--- src/rtl/hwbe_pkg.sv ---
package hwbe_pkg;

    localparam int HISTORY_DEPTH_DEF = 8;
    localparam int QUEUE_DEPTH = 2;
    localparam int QPTR_W = (QUEUE_DEPTH > 1) ? $clog2(QUEUE_DEPTH) : 1;
    localparam int QCNT_W = $clog2(QUEUE_DEPTH + 1);

    localparam logic [2:0] RUN_LIMIT = 3'd7;

    localparam logic OP_DATA = 1'b0;
    localparam logic OP_END  = 1'b1;

    localparam logic [3:0] LIT_LEN   = 4'd9;
    localparam logic [3:0] MATCH_LEN = 4'd5;
    localparam logic [3:0] COUNT_LEN = 4'd3;
    localparam logic [3:0] EMPTY_LEN = 4'd0;

    typedef struct packed {
        logic       operation;
        logic [7:0] data_byte;
    } hwbe_in_t;

    typedef struct packed {
        logic [8:0] code_bits;
        logic [3:0] code_length;
        logic       last;
    } hwbe_out_t;

    typedef struct packed {
        logic       is_end;
        logic [7:0] symbol;
    } hwbe_cmd_t;

    typedef struct packed {
        logic      valid;
        hwbe_cmd_t cmd;
    } hwbe_head_t;

    typedef enum logic [1:0] {
        MODE_IDLE    = 2'd0,
        MODE_MATCHED = 2'd1,
        MODE_RUN     = 2'd2
    } hwbe_mode_t;

endpackage

--- src/rtl/hwbe_front.sv ---
module hwbe_front (
    input  logic               clk,
    input  logic               rst_n,
    input  logic               byte_valid,
    output logic               byte_stall,
    input  hwbe_pkg::hwbe_in_t byte_item,
    output hwbe_pkg::hwbe_head_t head,
    input  logic               pop
);

    hwbe_pkg::hwbe_cmd_t             entry_reg [hwbe_pkg::QUEUE_DEPTH];
    logic [hwbe_pkg::QPTR_W-1:0]     wr_ptr_reg, wr_ptr_next;
    logic [hwbe_pkg::QPTR_W-1:0]     rd_ptr_reg, rd_ptr_next;
    logic [hwbe_pkg::QCNT_W-1:0]     count_reg, count_next;
    logic                            full;
    logic                            push;
    logic                            pop_ok;
    hwbe_pkg::hwbe_cmd_t             cmd_in;

    assign full       = (count_reg == hwbe_pkg::QCNT_W'(hwbe_pkg::QUEUE_DEPTH));
    assign byte_stall = full;
    assign push       = byte_valid && !full;
    assign pop_ok     = pop && (count_reg != '0);

    // classify the beat: end marker or data symbol
    always_comb
    begin
        cmd_in.is_end = (byte_item.operation == hwbe_pkg::OP_END);
        cmd_in.symbol = byte_item.data_byte;
    end

    always_comb
    begin
        wr_ptr_next = wr_ptr_reg;
        rd_ptr_next = rd_ptr_reg;
        count_next  = count_reg;
        if (push)
        begin
            if (wr_ptr_reg == hwbe_pkg::QPTR_W'(hwbe_pkg::QUEUE_DEPTH - 1))
                wr_ptr_next = '0;
            else
                wr_ptr_next = wr_ptr_reg + hwbe_pkg::QPTR_W'(1);
        end
        if (pop_ok)
        begin
            if (rd_ptr_reg == hwbe_pkg::QPTR_W'(hwbe_pkg::QUEUE_DEPTH - 1))
                rd_ptr_next = '0;
            else
                rd_ptr_next = rd_ptr_reg + hwbe_pkg::QPTR_W'(1);
        end
        case ({push, pop_ok})
            2'b10:   count_next = count_reg + hwbe_pkg::QCNT_W'(1);
            2'b01:   count_next = count_reg - hwbe_pkg::QCNT_W'(1);
            default: count_next = count_reg;
        endcase
    end

    always_ff @(posedge clk or negedge rst_n)
    begin
        if (!rst_n)
        begin
            wr_ptr_reg <= '0;
            rd_ptr_reg <= '0;
            count_reg  <= '0;
        end
        else
        begin
            wr_ptr_reg <= wr_ptr_next;
            rd_ptr_reg <= rd_ptr_next;
            count_reg  <= count_next;
        end
    end

    always_ff @(posedge clk)
    begin
        if (push)
            entry_reg[wr_ptr_reg] <= cmd_in;
    end

    assign head.valid = (count_reg != '0);
    assign head.cmd   = entry_reg[rd_ptr_reg];

endmodule

--- src/rtl/hwbe_back.sv ---
module hwbe_back #(
    parameter int HISTORY_DEPTH = hwbe_pkg::HISTORY_DEPTH_DEF
) (
    input  logic                 clk,
    input  logic                 rst_n,
    input  hwbe_pkg::hwbe_head_t head,
    output logic                 pop,
    output logic                 token_valid,
    input  logic                 token_stall,
    output hwbe_pkg::hwbe_out_t  token_item
);

    logic [7:0]           hist_reg [HISTORY_DEPTH];
    logic [7:0]           hist_next [HISTORY_DEPTH];
    logic [7:0]           hist_a [HISTORY_DEPTH];
    logic [7:0]           hist_b [HISTORY_DEPTH];
    hwbe_pkg::hwbe_mode_t mode_reg, mode_next;
    logic                 started_reg, started_next;
    logic [7:0]           held_reg, held_next;
    logic [2:0]           pos_reg, pos_next;
    logic [2:0]           run_count_reg, run_count_next;

    logic                 out_valid_reg, out_valid_next;
    hwbe_pkg::hwbe_out_t  out_item_reg, out_item_next;
    logic                 pend_valid_reg, pend_valid_next;
    hwbe_pkg::hwbe_out_t  pend_item_reg, pend_item_next;

    logic                 take;
    logic                 is_end;
    logic [7:0]           symbol;
    logic                 is_matched;
    logic                 is_run;
    logic                 same;
    logic                 run_more;
    logic                 shift_held;
    logic                 pre_valid;
    logic                 fresh;
    logic                 found;
    logic [2:0]           found_pos;
    logic                 fresh_lit;
    logic                 fresh_hold;
    hwbe_pkg::hwbe_out_t  pre_tok;
    hwbe_pkg::hwbe_out_t  lit_tok;
    hwbe_pkg::hwbe_out_t  end_tok;
    hwbe_pkg::hwbe_out_t  tok0, tok1;
    logic                 tok0_valid, tok1_valid;

    assign take = head.valid && !pend_valid_reg && (!out_valid_reg || !token_stall);
    assign pop  = take;

    assign is_end     = head.cmd.is_end;
    assign symbol     = head.cmd.symbol;
    assign is_matched = (mode_reg == hwbe_pkg::MODE_MATCHED);
    assign is_run     = (mode_reg == hwbe_pkg::MODE_RUN);
    assign same       = (symbol == held_reg);
    assign run_more   = same && (run_count_reg < hwbe_pkg::RUN_LIMIT);

    assign shift_held = !is_end && ((is_matched && !same) || (is_run && run_more));
    assign pre_valid  = !is_end && (is_matched || (is_run && !run_more));
    assign fresh      = !is_end && ((!is_matched && !is_run) || (is_matched && !same)
                                    || (is_run && !run_more));
    assign fresh_lit  = fresh && (!started_reg || !found);
    assign fresh_hold = fresh && started_reg && found;

    // history as seen by the fresh search, after the held symbol goes in
    always_comb
    begin
        for (int i = 0; i < HISTORY_DEPTH; i++)
        begin
            if (!shift_held)
                hist_a[i] = hist_reg[i];
            else if (i == 0)
                hist_a[i] = held_reg;
            else
                hist_a[i] = hist_reg[i-1];
        end
    end

    // newest matching entry wins
    always_comb
    begin
        found     = 1'b0;
        found_pos = '0;
        for (int i = HISTORY_DEPTH - 1; i >= 0; i--)
        begin
            if (hist_a[i] == symbol)
            begin
                found     = 1'b1;
                found_pos = 3'(i);
            end
        end
    end

    always_comb
    begin
        for (int i = 0; i < HISTORY_DEPTH; i++)
        begin
            if (!fresh_lit)
                hist_b[i] = hist_a[i];
            else if (i == 0)
                hist_b[i] = symbol;
            else
                hist_b[i] = hist_a[i-1];
        end
    end

    // mode sequencing
    always_comb
    begin
        mode_next = mode_reg;
        if (take)
        begin
            if (is_end)
                mode_next = hwbe_pkg::MODE_IDLE;
            else
            begin
                unique case (mode_reg)
                    hwbe_pkg::MODE_MATCHED:
                    begin
                        if (same)
                            mode_next = hwbe_pkg::MODE_RUN;
                        else if (fresh_hold)
                            mode_next = hwbe_pkg::MODE_MATCHED;
                        else
                            mode_next = hwbe_pkg::MODE_IDLE;
                    end
                    hwbe_pkg::MODE_RUN:
                    begin
                        if (run_more)
                            mode_next = hwbe_pkg::MODE_RUN;
                        else if (fresh_hold)
                            mode_next = hwbe_pkg::MODE_MATCHED;
                        else
                            mode_next = hwbe_pkg::MODE_IDLE;
                    end
                    default:
                    begin
                        if (fresh_hold)
                            mode_next = hwbe_pkg::MODE_MATCHED;
                        else
                            mode_next = hwbe_pkg::MODE_IDLE;
                    end
                endcase
            end
        end
    end

    // tokens
    always_comb
    begin
        if (is_matched)
        begin
            pre_tok.code_bits   = same ? {5'b0, 1'b1, pos_reg} : {6'b0, pos_reg};
            pre_tok.code_length = hwbe_pkg::MATCH_LEN;
        end
        else
        begin
            pre_tok.code_bits   = {6'b0, run_count_reg};
            pre_tok.code_length = hwbe_pkg::COUNT_LEN;
        end
        pre_tok.last = 1'b0;

        lit_tok.code_bits   = {1'b1, symbol};
        lit_tok.code_length = hwbe_pkg::LIT_LEN;
        lit_tok.last        = 1'b0;

        if (is_matched)
        begin
            end_tok.code_bits   = {6'b0, pos_reg};
            end_tok.code_length = hwbe_pkg::MATCH_LEN;
        end
        else if (is_run)
        begin
            end_tok.code_bits   = {6'b0, run_count_reg};
            end_tok.code_length = hwbe_pkg::COUNT_LEN;
        end
        else
        begin
            end_tok.code_bits   = '0;
            end_tok.code_length = hwbe_pkg::EMPTY_LEN;
        end
        end_tok.last = 1'b1;

        tok1       = lit_tok;
        tok1_valid = 1'b0;
        if (is_end)
        begin
            tok0       = end_tok;
            tok0_valid = 1'b1;
        end
        else if (pre_valid)
        begin
            tok0       = pre_tok;
            tok0_valid = 1'b1;
            tok1_valid = fresh_lit;
        end
        else
        begin
            tok0       = lit_tok;
            tok0_valid = fresh_lit;
        end
    end

    // encoder state
    always_comb
    begin
        for (int i = 0; i < HISTORY_DEPTH; i++)
            hist_next[i] = hist_reg[i];
        started_next   = started_reg;
        held_next      = held_reg;
        pos_next       = pos_reg;
        run_count_next = run_count_reg;
        if (take)
        begin
            if (is_end)
            begin
                for (int i = 0; i < HISTORY_DEPTH; i++)
                    hist_next[i] = '0;
                started_next   = 1'b0;
                held_next      = '0;
                pos_next       = '0;
                run_count_next = '0;
            end
            else
            begin
                for (int i = 0; i < HISTORY_DEPTH; i++)
                    hist_next[i] = hist_b[i];
                started_next = started_reg || fresh;
                if (fresh_hold)
                begin
                    held_next = symbol;
                    pos_next  = found_pos;
                end
                if (is_run && run_more)
                    run_count_next = run_count_reg + 3'd1;
                else if (is_matched || is_run)
                    run_count_next = '0;
            end
        end
    end

    // output register plus one hold slot for a second token
    always_comb
    begin
        out_valid_next  = out_valid_reg;
        out_item_next   = out_item_reg;
        pend_valid_next = pend_valid_reg;
        pend_item_next  = pend_item_reg;
        if (out_valid_reg && !token_stall)
            out_valid_next = 1'b0;
        if (take)
        begin
            if (tok0_valid)
            begin
                out_valid_next = 1'b1;
                out_item_next  = tok0;
            end
            pend_valid_next = tok1_valid;
            pend_item_next  = tok1;
        end
        else if (pend_valid_reg && (!out_valid_reg || !token_stall))
        begin
            out_valid_next  = 1'b1;
            out_item_next   = pend_item_reg;
            pend_valid_next = 1'b0;
        end
    end

    always_ff @(posedge clk or negedge rst_n)
    begin
        if (!rst_n)
        begin
            for (int i = 0; i < HISTORY_DEPTH; i++)
                hist_reg[i] <= '0;
            mode_reg       <= hwbe_pkg::MODE_IDLE;
            started_reg    <= 1'b0;
            held_reg       <= '0;
            pos_reg        <= '0;
            run_count_reg  <= '0;
            out_valid_reg  <= 1'b0;
            pend_valid_reg <= 1'b0;
        end
        else
        begin
            for (int i = 0; i < HISTORY_DEPTH; i++)
                hist_reg[i] <= hist_next[i];
            mode_reg       <= mode_next;
            started_reg    <= started_next;
            held_reg       <= held_next;
            pos_reg        <= pos_next;
            run_count_reg  <= run_count_next;
            out_valid_reg  <= out_valid_next;
            pend_valid_reg <= pend_valid_next;
        end
    end

    always_ff @(posedge clk)
    begin
        out_item_reg  <= out_item_next;
        pend_item_reg <= pend_item_next;
    end

    assign token_valid = out_valid_reg;
    assign token_item  = out_item_reg;

endmodule

--- src/rtl/history_window_byte_encoder_top.sv ---
// byte history encoder: literal, match, and run-count tokens against a short
// shift history of the most recent bytes
// byte channel: byte_valid / byte_stall / byte_item, one data byte or end
// marker per beat; a two-entry queue takes beats while the encoder is busy,
// and byte_stall rises only when that queue is full
// token channel: token_valid / token_stall / token_item, one token per beat,
// code_bits right-aligned, code_length 9, 5, 3 or 0, last set on the token
// that an end marker produces
// a beat moves from its queue entry into the output register
// throughput: the encoder takes one queued item per cycle while the hold
// slot is empty and the output register is free or draining; an item that
// yields two tokens parks the second in the one-token hold slot, and no new
// item is taken until that slot drains; bytes that extend a run yield no token
// a stalled token holds in the output register while the queue keeps
// taking beats until it is full
// reset clears the queue, the output, the history and all match state;
// an end marker returns the history and match state to that same state
module history_window_byte_encoder_top #(
    parameter int HISTORY_DEPTH = hwbe_pkg::HISTORY_DEPTH_DEF
) (
    input  logic                clk,
    input  logic                rst_n,
    input  logic                byte_valid,
    output logic                byte_stall,
    input  hwbe_pkg::hwbe_in_t  byte_item,
    output logic                token_valid,
    input  logic                token_stall,
    output hwbe_pkg::hwbe_out_t token_item
);

    hwbe_pkg::hwbe_head_t head;
    logic                 pop;

    hwbe_front u_front (
        .clk        (clk),
        .rst_n      (rst_n),
        .byte_valid (byte_valid),
        .byte_stall (byte_stall),
        .byte_item  (byte_item),
        .head       (head),
        .pop        (pop)
    );

    hwbe_back #(
        .HISTORY_DEPTH (HISTORY_DEPTH)
    ) u_back (
        .clk         (clk),
        .rst_n       (rst_n),
        .head        (head),
        .pop         (pop),
        .token_valid (token_valid),
        .token_stall (token_stall),
        .token_item  (token_item)
    );

    // only legal token lengths
    a_len_legal: assert property (@(posedge clk) disable iff (!rst_n)
        token_valid |-> (token_item.code_length == hwbe_pkg::LIT_LEN
                      || token_item.code_length == hwbe_pkg::MATCH_LEN
                      || token_item.code_length == hwbe_pkg::COUNT_LEN
                      || token_item.code_length == hwbe_pkg::EMPTY_LEN))
        else $error("illegal token length");

    // an empty token comes only from an end marker
    a_empty_last: assert property (@(posedge clk) disable iff (!rst_n)
        (token_valid && token_item.code_length == hwbe_pkg::EMPTY_LEN)
            |-> token_item.last)
        else $error("empty token without last");

    // end marker never yields a literal
    a_last_no_lit: assert property (@(posedge clk) disable iff (!rst_n)
        (token_valid && token_item.last) |-> token_item.code_length != hwbe_pkg::LIT_LEN)
        else $error("literal marked last");

    // bits 8 to 5 stay clear on every token shorter than a literal
    a_short_clean: assert property (@(posedge clk) disable iff (!rst_n)
        (token_valid && token_item.code_length != hwbe_pkg::LIT_LEN)
            |-> token_item.code_bits[8:5] == 4'b0)
        else $error("stray high token bits");

endmodule
--- config.mk ---
export PLATFORM = sky130hd
export DESIGN_NAME = history_window_byte_encoder_top
export DESIGN_NICKNAME = d
export VERILOG_FILES = /design/src/rtl/hwbe_pkg.sv /design/src/rtl/hwbe_front.sv /design/src/rtl/hwbe_back.sv /design/src/rtl/history_window_byte_encoder_top.sv
export SDC_FILE = /design/constraint.sdc
export NUM_CORES = 1
export LEC_CHECK = 0
export BUFFER_PORTS_ARGS = -buffer_cell sky130_fd_sc_hd__buf_2
export CAP_MARGIN = 10
export CORE_MARGIN = 2
export CORE_UTILIZATION = 54
export DETAILED_ROUTE_END_ITERATION = 10
export GPL_ROUTABILITY_DRIVEN = 1
export PLACE_DENSITY_LB_ADDON = 0.08
export SYNTH_ARGS = -nofsm -noshare
export SYNTH_HDL_FRONTEND = slang
export SYNTH_SLANG_ARGS = --single-unit
export TNS_END_PERCENT = 50
--- constraint.sdc ---
create_clock -name clk -period 12.05 [get_ports clk]
set_clock_uncertainty 0.2 [all_clocks]
set_input_delay 2.41 -clock clk [delete_from_list [all_inputs] [get_ports clk]]
set_output_delay 2.41 -clock clk [all_outputs]
set_load 0.02 [all_outputs]
==> results.toml <==
[route]
vias = 7893
wirelength_microns = 26100
route.met3.wl_microns = 1840
drt-met1-wl_microns = 11600
drt_iter0_markers = 731
ant_nets = 0
first_pass_iters = 6
avgRoutedWirePerCell_microns = 22.1
route.detailed.drc = 0
wl_met2_microns = 12100
top_layer = "met4"
drt-vias-per-instance = 6.68

[critical_path]
path_max_fanout = 51
critical_path_class = "reg2reg"
arrival_ns = 6.86
cp.depth = 11
reg2reg_setup_slack_ns = 5.04
ff2ff_path_depth = 11
cpMaxStageDelayCell = "o311ai_2"
critPathMostFrequentCell = "xnor2_1"
critical_path_required_ns = 11.90
critPathTopFamily = "simple AND/OR/NAND/NOR gates"
worst_r2r_endpoint = "u_back.token_item[3]"
cp_cell_sequence = "mux2i_4 -> xnor2_1 -> nor4_1 -> nand3_1 -> nand2_4 -> mux2i_2 -> xnor2_1 -> a21oi_1 -> a31oi_4 -> buf_4 -> o311ai_2"
worst_path_largest_cell_delay_ns = 0.99
crit_buf_inv = 1
r2r-start = "u_front.rd_ptr_reg"
crit_path_end_kind = "register"
crit_path_start_kind = "register"

[timing]
final.min_clock_period_ns = 7.01
relSlewSlack_pct = 16.2
finalCritPeriodShare_pct = 58.2
setup_viol_count_final = 0
hold_ws_ns = 0.295
tns_ns = 0
slew_violations = 0
fmax_mhz = 143
post-route-worst-setup-slack_ns = 5.04
rsz0062_at_grt = "no"
worstMarginPinSlew_ns = 1.25
hold_violations = 0

[clock_tree]
path_clk_slew_ns = 0.07
htreeDepth = 4
clockBufferDepth = 2
postCtsHoldBufs = 0
clockRootBuffer = "clkbuf_16"
cts_resized = 0
cts_tree = "built"
clk_latency_ns = 0.44
cts_num_sinks = 126
numCtsBuffers = 17
cts_post_setup_buffers_inserted = 0

[yosys]
async_flop_share_pct = 69.0
synth_cells = 979
seq_area_frac_synth_pct = 37.1
synth_compound_area_share_pct = 18.9
synth_nets = 996
synth_top_family_by_area = "compound AO/OA/AOI/OAI gates"
synthXorXnorAreaFrac_pct = 7.95
synth-main-ff-cell = "dfrtp_1"
synth_adder_area_share_pct = 0.554
yosysUniqueCellTypes = 71
synth_mux_area_share_pct = 11.5
avgSynthCellArea_sq_um = 9.23
syn-cell-area_sq_mm = 0.00903
synth-edff-count = 39
synthSimpleGateAreaFrac_pct = 18.4
synth_seq_cells = 126
yosysWarnings = 0

[placed_design]
routabilityCongestion = 0.961
dp_slack_ns = 5.17
dp_hpwl_microns = 16600
portBuffers = 28

[cells_and_area]
nNetsFinal = 965
diodes = 0
nFillCells = 1419
areaGrowthSynthToFinish_pct = 8.00
drive_gt1_share_pct = 11.7
fin_util_pct = 59.3
largest_register_ffs = 64

[worst_hold_path]
hp-start = "u_front.wr_ptr_reg"
hold_class = "reg2reg"
min_to = "u_front.wr_ptr_reg"
hold_depth = 1

[power]
p_per_area_mw_per_mm2 = 241
switching_share_pct = 48.1
p_leak_nw = 3.77
p_clk_share_pct = 22.0
power_frac_seq_pct = 29.5
ir_drop_v = 0.000129
p_comb_share_pct = 48.6
switchingPower_mw = 1.13
p_int_mw = 1.22

[die]
num_rows = 47
die_area_sq_mm = 0.0178
core_sq_mm = 0.0165
start_util_pct = 54.9
die_w_microns = 133
io_pins = 29
die_h_microns = 133

[run]
max-cap-violations = 0

[global_route]
antenna_found_initial = 0
first_global_vias = 7895
grt_max_degree = 107
grt_overflow = 0
grt_usage_pct = 30.4
grt_pass1_wl_microns = 42600

[outcome]
status = "finished, final reports clean"
==> cell usage in the layout, fill, tap and decap left out, drive strengths merged, types with 6 or more instances in the layout <==
cell,n
o311ai,22
a41oi,7
nand2b,9
nor2,76
inv,28
edfxtp,39
clkbuf,17
and3,8
and2,9
nand3,31
buf,41
nor4,48
mux2i,96
o31ai,6
dfrtp,87
a221o,42
a21oi,38
clkinv,7
nand2,117
a211oi,12
o21a,10
xnor2,77
o21ai,41
nor3,22
==> worst max-delay path by stage <==
| stage | startpoint | endpoint | slack, ns |
|---|---|---|---|
| after detailed placement | u_front.rd_ptr_reg | u_back.token_item[3] | 5.17 |
| final | u_front.rd_ptr_reg | u_back.token_item[3] | 5.04 |
| after global placement | u_front.rd_ptr_reg | u_back.token_item[10] | 5.50 |
| after floorplan | u_front.rd_ptr_reg | u_back.token_item[0] | 6.53 |
| after CTS | u_front.rd_ptr_reg | u_back.token_item[3] | 5.13 |
| after global routing | u_front.rd_ptr_reg | u_back.token_item[3] | 4.52 |
==> cell type report <==
class                           instances  area [sq um]  share of cell area [%]
Inverter                               21          78.8                   0.808
Sequential cell                       126          3350                    34.3
Tap cell                              220           275                    2.82
Timing Repair Buffer                   41           240                    2.46
Clock inverter                         15           170                    1.74
Multi-Input combinational cell        741          5220                    53.5
Clock buffer                           17           425                    4.36
==> worst register-to-register path, stage by stage (launching register included) <==
cell	delay [ns]
dfrtp_1	0.90
mux2i_4	0.73
xnor2_1	0.27
nor4_1	0.48
nand3_1	0.69
nand2_4	0.80
mux2i_2	0.38
xnor2_1	0.13
a21oi_1	0.36
a31oi_4	0.28
buf_4	0.39
o311ai_2	1.00
==> per-layer routing <==
layer  up-vias  track usage [%]
li1       3582                -
met1      3895             42.2
met2       354             47.3
met3        62             6.28
met4         0             11.3
met5         -                0
==> power groups by stage <==
stage / combinational, mW / sequential, mW / clock [mW]
6_report: 1.14 / 0.692 / 0.516
3_3_place_gp: 1.09 / 0.692 / 0
5_1_grt: 1.23 / 0.706 / 0.538
4_1_cts: 1.12 / 0.690 / 0.520
3_5_place_dp: 1.11 / 0.697 / 0
2_1_floorplan: 0.845 / 0.682 / 0
==> per-stage QoR <==
| stage | instances | cell area (sq um) | total power, mW |
|---|---|---|---|
| 2_1_floorplan | 979 | 9030 | 1.53 |
| 3_3_place_gp | 1149 | 9160 | 1.78 |
| 3_5_place_dp | 1149 | 9160 | 1.81 |
| 4_1_cts | 1181 | 9760 | 2.33 |
| 5_1_grt | 1181 | 9760 | 2.47 |
| 6_report | 1181 | 9760 | 2.35 |
==> cells in the mapped netlist (4+ instances only) <==
cell type    n  area, sq um
clkbuf_1    55          206
or3_1        5         31.3
nor3_1      21          105
nor4_1      47          294
edfxtp_1    39         1170
buf_6        6         67.6
o31ai_1      6         45.0
inv_1       19         71.3
ha_1         4         50.1
mux2i_4      5          113
o311ai_1     6         52.6
buf_2       10         50.1
nand2_1    116          435
nand4_1      4         25.0
a21boi_0     4         30.0
a41oi_1      6         52.6
a211oi_1    12         90.1
and3_1       8         50.1
xor2_1       5         43.8
o41ai_1      5         43.8
xnor2_1     77          674
a21oi_1     38          190
mux2i_1     88          881
nor2_1      73          274
buf_4        8         60.1
nand3_1     31          155
o221ai_1     5         43.8
dfrtp_1     87         2180
o311ai_2    10          163
o21a_1      10         75.1
nand2b_1     9         56.3
and2_1       9         56.3
a221o_1     42          420
buf_1        9         33.8
o311ai_0     6         52.6
o21ai_1      4         20.0
o22ai_1      5         31.3
o21ai_0     35          175
==> logic make-up (layout without fill, tap and decap cells) <==
group | after synthesis | count (layout)
compound gates | 218 | 218
xor+xnor | 82 | 82
fa+ha+maj | 4 | 4
buf+inv | 112 | 94
flops | 126 | 126
mux | 96 | 96
simple gates | 341 | 341
(Power assumes the default switching activity.)
